<file path="config.mk">
export PLATFORM = sky130hd
export DESIGN_NAME = first_fit_block_allocator_top
export DESIGN_NICKNAME = d
export VERILOG_FILES = /design/src/design/ffba_pkg.sv /design/src/design/ffba_ram.sv /design/src/design/first_fit_block_allocator_top.sv
export SDC_FILE = /design/constraint.sdc
export NUM_CORES = 2
export LEC_CHECK = 0
export BUFFER_PORTS_ARGS = -buffer_cell sky130_fd_sc_hd__buf_2
export CORE_UTILIZATION = 50
export CTS_BUF_LIST = sky130_fd_sc_hd__clkbuf_8 sky130_fd_sc_hd__clkbuf_16
export CTS_CLUSTER_DIAMETER = 120
export DETAILED_ROUTE_END_ITERATION = 10
export PLACE_DENSITY_LB_ADDON = 0.12
export REMOVE_ABC_BUFFERS = 1
export SLEW_MARGIN = 20
export SYNTH_ARGS = -nofsm -noshare
export SYNTH_HDL_FRONTEND = slang
export SYNTH_SLANG_ARGS = --single-unit
export TNS_END_PERCENT = 10
</file>
<file path="constraint.sdc">
create_clock -name clock -period 10.5 [get_ports clock]
set_clock_uncertainty 0.1 [all_clocks]
set_input_delay 1.05 -clock clock [delete_from_list [all_inputs] [get_ports clock]]
set_output_delay 1.05 -clock clock [all_outputs]
set_load 0.01 [all_outputs]
</file>
<file path="src/design/ffba_pkg.sv">
package ffba_pkg;

   localparam int unsigned HEAP_BYTES   = 65536;
   localparam int unsigned MAX_BLOCKS   = 64;
   localparam int unsigned HEADER_BYTES = 32;
   localparam int unsigned ALIGN_BYTES  = 8;

   localparam int unsigned IDX_W  = $clog2(MAX_BLOCKS);
   localparam int unsigned CNT_W  = IDX_W + 1;
   localparam int unsigned SIZE_W = 17;
   localparam int unsigned AL_W   = SIZE_W + 1;
   localparam int unsigned ENT_W  = SIZE_W + 1;

   typedef logic [IDX_W-1:0]  idx_type;
   typedef logic [CNT_W-1:0]  cnt_type;
   typedef logic [SIZE_W-1:0] size_type;
   typedef logic [AL_W-1:0]   al_type;

   typedef enum logic [2:0] {
      ST_OK      = 3'd0,
      ST_NOSPACE = 3'd1,
      ST_NULL    = 3'd2,
      ST_UNKNOWN = 3'd3,
      ST_ZERO    = 3'd4
   } status_type;

   typedef enum logic [1:0] {
      KIND_ALLOC  = 2'd0,
      KIND_FREE   = 2'd1,
      KIND_RESIZE = 2'd2,
      KIND_CALLOC = 2'd3
   } kind_type;

   typedef enum logic [1:0] {
      OP_ALLOC  = 2'd0,
      OP_FREE   = 2'd1,
      OP_RESIZE = 2'd2,
      OP_REFREE = 2'd3
   } op_type;

   typedef enum logic [6:0] {
      S_IDLE  = 7'b0000001,
      S_MUL   = 7'b0000010,
      S_SCAN  = 7'b0000100,
      S_ACT   = 7'b0001000,
      S_SHIFT = 7'b0010000,
      S_FIN   = 7'b0100000,
      S_RESP  = 7'b1000000
   } state_type;

   localparam int unsigned CSR_LIMIT = 0;

   // Oversized requests saturate to a value no block or limit can satisfy.
   localparam al_type AL_BIG = al_type'(2 * HEAP_BYTES);

   function automatic al_type round_al(input logic [63:0] v);
      al_type r;
      r = AL_BIG;
      if (v <= 64'(HEAP_BYTES))
         r = (al_type'(v) + al_type'(ALIGN_BYTES - 1)) & ~al_type'(ALIGN_BYTES - 1);
      return r;
   endfunction

endpackage

</file>
<file path="src/design/ffba_ram.sv">
module ffba_ram #(
   parameter int unsigned WIDTH = 8,
   parameter int unsigned DEPTH = 16
) (
   input  logic                     clock,
   input  logic                     wr_en,
   input  logic [$clog2(DEPTH)-1:0] wr_addr,
   input  logic [WIDTH-1:0]         wr_data,
   input  logic [$clog2(DEPTH)-1:0] rd_addr,
   output logic [WIDTH-1:0]         rd_data
);
   logic [WIDTH-1:0] mem [DEPTH];

   always_ff @(posedge clock) begin
      if (wr_en) begin
         mem[wr_addr] <= wr_data;
      end
      rd_data <= mem[rd_addr];
   end
endmodule

</file>
<file path="src/design/first_fit_block_allocator_top.sv">
// Timing: request to response valid grows with the number of table entries, and further when
// a split inserts or a free merges and entries move; null free and zero array requests skip the
// scan, array requests add a multiply step, and a growing resize adds a second scan and merge.
// Throughput: one request at a time; the next request can be taken in the same cycle in which
// response valid rises, later while an earlier response is stalled.
// Reset (synchronous, active high) empties the table, clears heap top, sets heap_limit to 65536.
module first_fit_block_allocator_top (
   input  logic        clock,
   input  logic        reset,
   input  logic        req_valid,
   output logic        req_stall,
   input  logic [1:0]  req_kind,
   input  logic [15:0] req_address,
   input  logic [31:0] req_request_bytes,
   input  logic [31:0] req_element_count,
   output logic        rsp_valid,
   input  logic        rsp_stall,
   output logic [2:0]  rsp_status,
   output logic [15:0] rsp_result_address,
   output logic [16:0] rsp_copy_bytes,
   input  logic        csr_psel,
   input  logic        csr_penable,
   input  logic        csr_pwrite,
   input  logic [2:0]  csr_paddr,
   input  logic [31:0] csr_pwdata,
   output logic [31:0] csr_prdata,
   output logic        csr_pready
);
   import ffba_pkg::*;

   localparam logic [AL_W-1:0] HDR = AL_W'(HEADER_BYTES);

   state_type  state_ff, state_in;
   op_type     op_ff, op_in;
   status_type status_ff, status_in;
   logic [15:0] res_ff, res_in, addr_ff, addr_in;
   size_type   copy_ff, copy_in;
   logic       grow_ff, grow_in;
   al_type     al_ff, al_in;
   logic [63:0] prod_ff, prod_in;
   size_type   limit_ff, top_ff, top_in;
   cnt_type    count_ff, count_in;

   cnt_type    rd_ff, rd_in, left_ff, left_in;
   logic       pv_ff, pv_in, up_ff, up_in;
   idx_type    pidx_ff, pidx_in, dist_ff, dist_in;

   logic [AL_W-1:0] off_ff, off_in;
   logic       fit_ff, fit_in;
   idx_type    fit_idx_ff, fit_idx_in;
   size_type   fit_size_ff, fit_size_in;
   logic [15:0] fit_pay_ff, fit_pay_in;
   logic       mf_ff, mf_in, mfree_ff, mfree_in;
   idx_type    midx_ff, midx_in;
   size_type   msize_ff, msize_in;
   logic       run_ff, run_in, mg_ff, mg_in;
   idx_type    run_start_ff, run_start_in, mg_start_ff, mg_start_in, mg_end_ff, mg_end_in;
   logic [AL_W-1:0] run_acc_ff, run_acc_in, mg_acc_ff, mg_acc_in;

   logic       fin_we_ff, fin_we_in;
   idx_type    fin_idx_ff, fin_idx_in;
   logic [ENT_W-1:0] fin_data_ff, fin_data_in;
   cnt_type    cnt_new_ff, cnt_new_in;

   logic       rsp_valid_ff, rsp_valid_in;
   logic [2:0] rsp_status_ff, rsp_status_in;
   logic [15:0] rsp_res_ff, rsp_res_in;
   size_type   rsp_copy_ff, rsp_copy_in;

   logic       wr_en;
   idx_type    wr_addr, rd_addr;
   logic [ENT_W-1:0] wr_data, rd_data;

   logic            ent_fr;
   size_type        ent_sz;
   logic [AL_W-1:0] blk, pay, lim, apay;
   logic            issue, csr_wr;

   ffba_ram #(.WIDTH(ENT_W), .DEPTH(MAX_BLOCKS)) u_table (
      .clock   (clock),
      .wr_en   (wr_en),
      .wr_addr (wr_addr),
      .wr_data (wr_data),
      .rd_addr (rd_addr),
      .rd_data (rd_data)
   );

   assign ent_fr = rd_data[ENT_W-1];
   assign ent_sz = rd_data[SIZE_W-1:0];
   assign blk    = HDR + AL_W'(ent_sz);
   assign pay    = off_ff + HDR;
   assign lim    = (limit_ff > size_type'(HEAP_BYTES)) ? AL_W'(HEAP_BYTES) : AL_W'(limit_ff);
   assign apay   = AL_W'(top_ff) + HDR;
   assign issue  = (state_ff == S_SCAN) ? (rd_ff < count_ff) : (left_ff != '0);
   assign rd_addr = rd_ff[IDX_W-1:0];

   assign csr_pready = 1'b1;
   assign csr_wr     = csr_psel && csr_penable && csr_pwrite;
   assign csr_prdata = (csr_paddr[2] == 1'b0) ? 32'(limit_ff) : 32'd0;

   assign req_stall          = (state_ff != S_IDLE);
   assign rsp_valid          = rsp_valid_ff;
   assign rsp_status         = rsp_status_ff;
   assign rsp_result_address = rsp_res_ff;
   assign rsp_copy_bytes     = rsp_copy_ff;

   always_comb begin
      state_in = state_ff;   op_in = op_ff;       status_in = status_ff;
      res_in = res_ff;       addr_in = addr_ff;   copy_in = copy_ff;
      grow_in = grow_ff;
      al_in = al_ff;         prod_in = prod_ff;   top_in = top_ff;
      count_in = count_ff;   rd_in = rd_ff;       left_in = left_ff;
      pv_in = 1'b0;          up_in = up_ff;       pidx_in = pidx_ff;
      dist_in = dist_ff;     off_in = off_ff;     fit_in = fit_ff;
      fit_idx_in = fit_idx_ff; fit_size_in = fit_size_ff; fit_pay_in = fit_pay_ff;
      mf_in = mf_ff;         mfree_in = mfree_ff; midx_in = midx_ff;
      msize_in = msize_ff;   run_in = run_ff;     mg_in = mg_ff;
      run_start_in = run_start_ff; mg_start_in = mg_start_ff; mg_end_in = mg_end_ff;
      run_acc_in = run_acc_ff; mg_acc_in = mg_acc_ff;
      fin_we_in = fin_we_ff; fin_idx_in = fin_idx_ff; fin_data_in = fin_data_ff;
      cnt_new_in = cnt_new_ff;
      rsp_valid_in = rsp_valid_ff && rsp_stall;
      rsp_status_in = rsp_status_ff; rsp_res_in = rsp_res_ff; rsp_copy_in = rsp_copy_ff;
      wr_en = 1'b0;          wr_addr = '0;        wr_data = '0;

      case (state_ff)
         S_IDLE: begin
            if (req_valid) begin
               status_in = ST_OK;  res_in = '0;  copy_in = '0;  grow_in = 1'b0;
               addr_in = req_address;
               al_in = round_al(64'(req_request_bytes));
               prod_in = 64'(req_request_bytes) * 64'(req_element_count);
               rd_in = '0;  off_in = '0;  fit_in = 1'b0;  mf_in = 1'b0;
               run_in = 1'b0;  mg_in = 1'b0;
               state_in = S_SCAN;
               case (kind_type'(req_kind))
                  KIND_ALLOC: op_in = OP_ALLOC;
                  KIND_FREE: begin
                     op_in = OP_FREE;
                     if (req_address == '0) begin
                        status_in = ST_NULL;
                        state_in = S_RESP;
                     end
                  end
                  KIND_CALLOC: begin
                     op_in = OP_ALLOC;
                     state_in = S_MUL;
                     if (req_request_bytes == '0 || req_element_count == '0) begin
                        status_in = ST_ZERO;
                        state_in = S_RESP;
                     end
                  end
                  default: begin
                     if (req_address == '0) op_in = OP_ALLOC;
                     else if (req_request_bytes == '0) op_in = OP_FREE;
                     else op_in = OP_RESIZE;
                  end
               endcase
            end
         end
         S_MUL: begin
            al_in = round_al(prod_ff);
            state_in = S_SCAN;
         end
         S_SCAN: begin
            if (issue) rd_in = rd_ff + 1'b1;
            pv_in = issue;
            pidx_in = rd_ff[IDX_W-1:0];
            if (pv_ff) begin
               off_in = off_ff + blk;
               if (!fit_ff && ent_fr && AL_W'(ent_sz) >= al_ff) begin
                  fit_in = 1'b1;  fit_idx_in = pidx_ff;
                  fit_size_in = ent_sz;  fit_pay_in = pay[15:0];
               end
               if (!mf_ff && pay == AL_W'(addr_ff)) begin
                  mf_in = 1'b1;  midx_in = pidx_ff;  mfree_in = ent_fr;  msize_in = ent_sz;
                  mg_in = 1'b1;  mg_end_in = pidx_ff;
                  mg_start_in = run_ff ? run_start_ff : pidx_ff;
                  mg_acc_in = (run_ff ? run_acc_ff : '0) + blk;
               end else if (mg_ff) begin
                  if (ent_fr) begin
                     mg_acc_in = mg_acc_ff + blk;
                     mg_end_in = pidx_ff;
                  end else begin
                     mg_in = 1'b0;
                  end
               end
               // free run ending just below the current entry
               if (ent_fr) begin
                  run_acc_in = run_ff ? run_acc_ff + blk : blk;
                  if (!run_ff) run_start_in = pidx_ff;
               end
               run_in = ent_fr;
            end
            if (!issue && !pv_ff) state_in = S_ACT;
         end
         S_ACT: begin
            fin_we_in = 1'b0;  left_in = '0;  cnt_new_in = count_ff;
            state_in = S_SHIFT;
            case (op_ff)
               OP_ALLOC: begin
                  if (fit_ff) begin
                     res_in = fit_pay_ff;
                     wr_en = 1'b1;  wr_addr = fit_idx_ff;
                     wr_data = {1'b0, fit_size_ff};
                     if (AL_W'(fit_size_ff) >= al_ff + HDR + AL_W'(ALIGN_BYTES)
                         && count_ff < cnt_type'(MAX_BLOCKS)) begin
                        wr_data = {1'b0, al_ff[SIZE_W-1:0]};
                        up_in = 1'b1;
                        rd_in = count_ff - 1'b1;
                        left_in = count_ff - cnt_type'(fit_idx_ff) - 1'b1;
                        fin_we_in = 1'b1;
                        fin_idx_in = fit_idx_ff + 1'b1;
                        fin_data_in = {1'b1, size_type'(AL_W'(fit_size_ff) - al_ff - HDR)};
                        cnt_new_in = count_ff + 1'b1;
                     end
                  end else if (count_ff >= cnt_type'(MAX_BLOCKS) || al_ff > lim
                               || (19'(apay) + 19'(al_ff)) > 19'(lim)
                               || apay > AL_W'(16'hFFFF)) begin
                     status_in = ST_NOSPACE;
                     copy_in = '0;
                     state_in = S_RESP;
                  end else begin
                     res_in = apay[15:0];
                     top_in = size_type'(apay + al_ff);
                     fin_we_in = 1'b1;
                     fin_idx_in = count_ff[IDX_W-1:0];
                     fin_data_in = {1'b0, al_ff[SIZE_W-1:0]};
                     cnt_new_in = count_ff + 1'b1;
                  end
               end
               OP_RESIZE: begin
                  if (!mf_ff || mfree_ff) begin
                     status_in = ST_UNKNOWN;
                     state_in = S_RESP;
                  end else if (AL_W'(msize_ff) >= al_ff) begin
                     res_in = addr_ff;
                     if (AL_W'(msize_ff) >= al_ff + HDR + AL_W'(ALIGN_BYTES)
                         && count_ff < cnt_type'(MAX_BLOCKS)) begin
                        wr_en = 1'b1;  wr_addr = midx_ff;
                        wr_data = {1'b0, al_ff[SIZE_W-1:0]};
                        up_in = 1'b1;
                        rd_in = count_ff - 1'b1;
                        left_in = count_ff - cnt_type'(midx_ff) - 1'b1;
                        fin_we_in = 1'b1;
                        fin_idx_in = midx_ff + 1'b1;
                        fin_data_in = {1'b1, size_type'(AL_W'(msize_ff) - al_ff - HDR)};
                        cnt_new_in = count_ff + 1'b1;
                     end
                  end else begin
                     // growth: the same scan already holds the first fit
                     copy_in = msize_ff;
                     grow_in = 1'b1;
                     op_in = OP_ALLOC;
                     state_in = S_ACT;
                  end
               end
               default: begin
                  if (!mf_ff || mfree_ff) begin
                     if (op_ff == OP_FREE) status_in = ST_UNKNOWN;
                     state_in = S_RESP;
                  end else begin
                     up_in = 1'b0;
                     dist_in = mg_end_ff - mg_start_ff;
                     rd_in = cnt_type'(mg_end_ff) + 1'b1;
                     left_in = count_ff - cnt_type'(mg_end_ff) - 1'b1;
                     fin_we_in = 1'b1;
                     fin_idx_in = mg_start_ff;
                     fin_data_in = {1'b1, size_type'(mg_acc_ff - HDR)};
                     cnt_new_in = count_ff - cnt_type'(mg_end_ff - mg_start_ff);
                  end
               end
            endcase
         end
         S_SHIFT: begin
            if (issue) begin
               rd_in = up_ff ? rd_ff - 1'b1 : rd_ff + 1'b1;
               left_in = left_ff - 1'b1;
            end
            pv_in = issue;
            pidx_in = rd_ff[IDX_W-1:0];
            if (pv_ff) begin
               wr_en = 1'b1;
               wr_addr = up_ff ? pidx_ff + 1'b1 : pidx_ff - dist_ff;
               wr_data = rd_data;
            end
            if (!issue && !pv_ff) state_in = S_FIN;
         end
         S_FIN: begin
            wr_en = fin_we_ff;  wr_addr = fin_idx_ff;  wr_data = fin_data_ff;
            count_in = cnt_new_ff;
            state_in = S_RESP;
            if (op_ff == OP_ALLOC && grow_ff) begin
               // growing resize: release the old block with a fresh scan
               op_in = OP_REFREE;
               rd_in = '0;  off_in = '0;  fit_in = 1'b1;  mf_in = 1'b0;
               run_in = 1'b0;  mg_in = 1'b0;
               state_in = S_SCAN;
            end
         end
         S_RESP: begin
            if (!rsp_valid_ff || !rsp_stall) begin
               rsp_valid_in = 1'b1;
               rsp_status_in = status_ff;
               rsp_res_in = (status_ff == ST_OK) ? res_ff : '0;
               rsp_copy_in = (status_ff == ST_OK) ? copy_ff : '0;
               state_in = S_IDLE;
            end
         end
         default: state_in = S_IDLE;
      endcase
   end

   always_ff @(posedge clock) begin
      if (reset) begin
         state_ff <= S_IDLE;
         count_ff <= '0;
         top_ff <= '0;
         limit_ff <= size_type'(HEAP_BYTES);
         rsp_valid_ff <= 1'b0;
         pv_ff <= 1'b0;
         left_ff <= '0;
      end else begin
         state_ff <= state_in;
         count_ff <= count_in;
         top_ff <= top_in;
         if (csr_wr && csr_paddr[2] == 1'(CSR_LIMIT)) limit_ff <= csr_pwdata[SIZE_W-1:0];
         rsp_valid_ff <= rsp_valid_in;
         pv_ff <= pv_in;
         left_ff <= left_in;
      end
   end

   always_ff @(posedge clock) begin
      op_ff <= op_in;            status_ff <= status_in;   res_ff <= res_in;
      addr_ff <= addr_in;        copy_ff <= copy_in;       al_ff <= al_in;
      grow_ff <= grow_in;
      prod_ff <= prod_in;        rd_ff <= rd_in;           up_ff <= up_in;
      pidx_ff <= pidx_in;        dist_ff <= dist_in;       off_ff <= off_in;
      fit_ff <= fit_in;          fit_idx_ff <= fit_idx_in; fit_size_ff <= fit_size_in;
      fit_pay_ff <= fit_pay_in;  mf_ff <= mf_in;           mfree_ff <= mfree_in;
      midx_ff <= midx_in;        msize_ff <= msize_in;     run_ff <= run_in;
      mg_ff <= mg_in;            run_start_ff <= run_start_in;
      mg_start_ff <= mg_start_in; mg_end_ff <= mg_end_in;
      run_acc_ff <= run_acc_in;  mg_acc_ff <= mg_acc_in;
      fin_we_ff <= fin_we_in;    fin_idx_ff <= fin_idx_in; fin_data_ff <= fin_data_in;
      cnt_new_ff <= cnt_new_in;
      rsp_status_ff <= rsp_status_in; rsp_res_ff <= rsp_res_in; rsp_copy_ff <= rsp_copy_in;
   end

   a_count_bound: assert property (@(posedge clock) disable iff (reset)
      count_ff <= cnt_type'(MAX_BLOCKS))
      else $error("block count past table size");

   a_top_bound: assert property (@(posedge clock) disable iff (reset)
      top_ff <= size_type'(HEAP_BYTES))
      else $error("heap top past heap size");

   a_count_only_fin: assert property (@(posedge clock) disable iff (reset)
      (state_ff != S_FIN) |=> $stable(count_ff))
      else $error("block count changed outside commit");

   a_rsp_from_resp: assert property (@(posedge clock) disable iff (reset)
      $rose(rsp_valid_ff) |-> $past(state_ff == S_RESP))
      else $error("response raised outside response state");

endmodule

</file>
* Word level (Yosys, flattened, before mapping) *
Memory sizes are Yosys's and may differ from the RTL's. A register that Yosys moved wholly into a read port is not among the register bits.
Index checks and enable logic that the tools add are counted.

storage, ports and cells
  bits in registers = 421
  memory bits (writable) = 1152
  output and inout bits = 71
  memories kept = 1

memories
  memory       words  bits a word  read ports  clocked after memory_dff  write ports  RTL line        RTL
  u_table.mem  64     18           1           1                         1            ffba_ram.sv:12  logic [WIDTH-1:0] mem [DEPTH];

cells by class
  add/subtract/negate cells = 37
  $mul = 1
  $lt $le $gt $ge = 13
  equal/unequal tests = 48
  muxes and demuxes = 174
  bitwise gates (word level) = 6
  reduce and logical (&&, ||, !) cells = 64

operator list
  cell                                                                                 count
  18-bit 2-to-1 mux                                                                    19
  7-bit 2-to-1 mux                                                                     36
  17-bit 2-to-1 mux                                                                    12
  18-bit case mux with 3 select lines                                                  2
  6-bit 2-to-1 mux                                                                     17
  17-bit case mux with 2 select lines                                                  3
  7-bit case mux with 2 select lines                                                   6
  16-bit 2-to-1 mux                                                                    5
  18-bit adder                                                                         4
  17-bit by 18-bit >= comparator with 1-bit output                                     4
  18-bit case mux with 2 select lines                                                  2
  64-bit by 17-bit less-or-equal comparator with 1-bit output (second input constant)  1
  32-bit zero test                                                                     2
  32-bit by 32-bit multiplier with 64-bit output                                       1
  16-bit case mux with 2 select lines                                                  2
  17-bit by 6-bit subtractor with 17-bit output (second input constant)                3
  7-bit case mux with 7 select lines                                                   1
  3-bit != test (second input constant)                                                14
  7-bit by 1-bit subtractor with 7-bit output (second input constant)                  6
  18-bit by 3-bit adder with 18-bit output (second input constant)                     2
  18-bit by 6-bit adder with 18-bit output (second input constant)                     2
  1-bit 2-to-1 mux                                                                     35
  7-bit case mux with 5 select lines                                                   1
  17-bit subtractor                                                                    2
  63 further kinds                                                                     161

* Longest topological paths before layout *
  depth in word-level cells = 11
  depth in mapped cells = 30

* By module *
From an unflattened synthesis, not the netlist that was laid out.

second synthesis, totals
  cells, all modules = 8375
  area, all modules = 105048.2 µm²

modules (own cells, without submodules)
  module                         instances  cells an instance  area an instance (µm²)  seq. area each (µm²)
  first_fit_block_allocator_top  1          6355               60212.7                 11861.4
  ffba_ram                       1          2020               44835.5                 34953.5

* Worst setup path before layout *
Ideal clock, no wire load.

  kind = input -> register
  start = input port req_request_bytes[13]
  end = register prod_ff[62], data pin
  setup time = 0.263 ns
  arrival time = 8.108 ns
  required time = 10.137 ns
  slack = 2.030 ns
  cell stages on the path = 27
  cell sequence = clkbuf_1 > clkbuf_1 > nand2_1 > fa_1 > inv_1 > fa_1 > fa_1 > inv_1 > fa_1 > inv_1 > fa_1 > fa_1 > fa_1 > inv_1 > fa_1 > inv_1 > ha_1 > a21o_1 > a21o_1 > a2111oi_0 > o32ai_1 > a31oi_1 > a21oi_1 > a41o_1 > a41o_1 > a311oi_1 > xnor2_1

on the way
  word-level cells in the longest chain between the ends = 1

ends and longest elaborated chain
  what                                            RTL line                              RTL
  start, declared                                 first_fit_block_allocator_top.sv:14   input logic [31:0] req_request_bytes,
  32-bit by 32-bit multiplier with 64-bit output  first_fit_block_allocator_top.sv:132  prod_in = 64'(req_request_bytes) * 64'(req_element_count);
  end signal, assigned                            first_fit_block_allocator_top.sv:338  prod_ff <= prod_in; rd_ff <= rd_in; up_ff <= up_in;
  end, declared                                   first_fit_block_allocator_top.sv:40   logic [63:0] prod_ff, prod_in;

Every way passes these cells.
A chain may end at the register's enable or synchronous reset.

* Final worst setup path *
  start = input port req_request_bytes[14]
  end = register prod_ff[58], data pin

Same word-level chain as after synthesis.

==> summary.md <==
| Metric | Value |
|---|---|
| Final instance area | 0.115 mm² |
| Vias in the first global route | ~68k |
| Synth area leader | edfxtp_1 |
| Largest net degree at the start of global routing | 127 |
| Clk slew on worst S/H paths | ~0.060 ns |
| Drt drc | 0 |
| Post-synthesis sequential area ratio | 0.446 |
| Async SR Flop Fraction | 0 |
| Nets@finish | 9803 |
| Vias per cell | 5.85 |
| RePlAce Congestion | 0.911 |
| Synth area leaders | edfxtp_1 (43%), fa_1 (17%), mux4_2 (8.1%), ha_1 (6.2%), inv_1 (3.9%) |
| Grt ovf | 0 |
| WP buf/inv | 4 |
| Most common cell after layout, fill and taps aside | edfxtp_1 |
| Status | completed |
| # port buffers | 161 |
| Yosys reg bits | 1583 |
| Max Buffers Root-to-Sink | 3 |
| Layout cell share with drive strength beyond 1 | 0.130 |
| Height of the die | roughly 460 µm |
| Final wirelength | roughly 280 mm |
| Slowest-stage cell, CP | buf_2 |
| Initial Util | 0.505 |
| Total Routing Usage GR | 0.271 |
| Post-CTS setup buffers | 0 |
| Commonest cells after routing, fill and taps aside | edfxtp_1 (1511), inv_1 (1127), fa_1 (914) |
| Layout area overhead | 9.50% |
| Starting DRC count in detailed routing | 5880 |
| Unrepaired setup endpoints after global routing | false |
| Hpwl dp | 191 mm |
| Synth top area share | 0.432 |
| CTS sink cnt | 1583 |
| Htree depth | 4 |
| Fin. Hold Viols | 0 |
| Crit-path max cell delay | 0.67 ns |
| I/O pins | 195 |
| Mean Syn Cell Area | 12.9 µm² |
| Worst min path class | in2reg |
| Die area | 0.212 mm² |
| Synth Instances | 8147 |
| Hold buffers post-CTS | 0 |
| CP Capture Type | register |
| DR pass1 iterations | 6 |
| Initial antenna violation count | 8 |
| Global-route wire length before repair | 426 mm |
| Core Region | 0.208 mm² |
| Post-synth EDFFs | 1511 |
| Required time of the critical path | about 11 ns |
| Final worst path period need | 8.96 ns |
| Rel. slew slack | 0.273 |
| Cell Rows | approximately 170 |
| Main flop type after synthesis | edfxtp_1 |
| Critical Path, Cell by Cell | buf_2, buf_4, and2_1, fa_1, fa_1, inv_1, fa_1, fa_1, inv_1, fa_1, fa_1, fa_1, fa_1, ha_1, nand4_1, a211oi_1, nand4_1, o32ai_1, a31oi_1, a21oi_1, a41o_1, a41o_1, a41oi_1, xnor2_1 |
| Worst Path Max Fanout | 28 |
| Die Wd | 460 µm |
| Most frequent CP cell | fa_1 |
| Vias | 65.2k |
| Root buffer cell | clkbuf_16 |
| Fin crit share | 0.853 |
| PostCTS Resize Cnt | 0 |
| Worst Tran Pin Value | between 1 and 1.5 ns |
| Critical Path AT | 9.36 ns |
| Skew-Pair Late Insertion Delay | 0.82 ns |
| Ys Warns | 0 |
| Kind of critical path | in2reg |
| Cell Area, Placed | 0.110 mm² |
| Worst path top cell family by delay | adder cells |
| Distinct cells, synth | 90 |
| Routed Antenna Nets | 0 |
| TritonCTS clock tree | yes |
| Final Slew Violations | 0 |
| Max cap viols | 0 |
| Max Fclk | 112 MHz |
| Setup violations, final | 0 |
| Mapped Area | 0.105 mm² |
| Routed length per placed instance | between 20 and 30 µm |
| CP startpoint kind | input pin |
| CTS Buf Count | 163 |
-- worst paths after layout --
path              slack, ns                  to  cells past startpoint                   from
setup / recovery       1.54         prod_ff[58]                     24  req_request_bytes[14]
hold / removal         0.34         addr_ff[12]                      1        req_address[12]
setup reg to reg       4.03  u_table.mem[38][2]                     17               al_ff[6]
hold reg to reg        0.37         limit_ff[1]                      2            limit_ff[1]
-- per-stage QoR --
step | hold slack [ns] | cells | setup WS (ns) | utilization | TNS [ns]
6_report | 0.344 | 11200 | 1.54 | 0.553 | 0
5_1_grt | 0.292 | 11200 | 1.22 | 0.553 | 0
4_1_cts | 0.286 | 11200 | 1.70 | 0.553 | 0
3_5_place_dp | 0.358 | 10900 | 0.922 | 0.528 | 0
3_3_place_gp | 0.354 | 10900 | 0.909 | 0.528 | 0
2_1_floorplan | 0.327 | 7739 | -2.48 | - | -104.04
-- layer usage --
metal,GRT usage,share of wire,vias to the layer above
met3,0.0377,0.071,380
met1,0.376,0.42,34000
met2,0.449,0.48,2346
met4,0.0684,0.025,4
li1,-,-,28500
met5,0,0.000060,-
-- worst register-to-register path: cells and delay by family (launching register included) --
kind | cells | cell delay, ns
AOI/OAI and AO/OA | 4 | 1.31
DFF | 1 | 0.71
xor gates and xnor gates | 1 | 0.14
adders and majority gates | 1 | 0.38
buffers and inverters | 3 | 1.54
and+or+nand+nor | 8 | 1.64
-- synthesized netlist by cell type, types with 34 or more instances --
| master | count |
|---|---|
| edfxtp_1 | 1511 |
| inv_1 | 1104 |
| fa_1 | 914 |
| and2_1 | 658 |
| nand2_1 | 632 |
| ha_1 | 521 |
| mux4_2 | 378 |
| clkbuf_1 | 352 |
| a21oi_1 | 257 |
| nor2_1 | 225 |
| xnor2_1 | 188 |
| o21ai_0 | 154 |
| nand3_1 | 114 |
| nor3_1 | 90 |
| nor4_1 | 85 |
| a21o_1 | 84 |
| xor2_1 | 82 |
| dfxtp_1 | 72 |
| nor2b_1 | 49 |
| a211oi_1 | 42 |
| buf_1 | 42 |
| and3_1 | 41 |
| nand2b_1 | 34 |
| nand4_1 | 34 |
-- state kept, by name (all words and copies together), names as in the netlist, 15 cells and up --
register and cells:
msize_ff 17, u_table.mem 1152, fit_pay_ff 16, mg_acc_ff 17, limit_ff 17, addr_ff 16
rsp_result_address 16, rsp_copy_bytes 17, prod_ff 64, run_acc_ff 17, copy_ff 17, fin_data_ff 18
u_table.rd_data 18, al_ff 15, res_ff 16, off_ff 18, fit_size_ff 17
-- layout make-up --
class	count	area, µm²
clock buffer	166	4140
timing repair buffer	340	2190
clock inverter	122	1190
tap	2788	3490
antenna	5	12.5
fill	17100	92900
sequential	1583	46800
inverter	1107	4160
multi-input combinational	5049	53000
-- cell families (layout without fill, tap and decap cells) --
group / count (synthesis) / count (layout) / synth area share
compound gates: 833 / 833 / 0.0522
flops: 1583 / 1583 / 0.446
other cells: 2 / 21 / 0.0000715
xor+xnor: 270 / 270 / 0.0225
mux: 402 / 402 / 0.0835
simple gates: 2093 / 2093 / 0.104
fa+ha+maj: 1435 / 1435 / 0.236
buf+inv: 1529 / 1735 / 0.0554
Power is not shown: default switching activity piles up to over one toggle a cycle in this logic, so the estimate is an artifact.
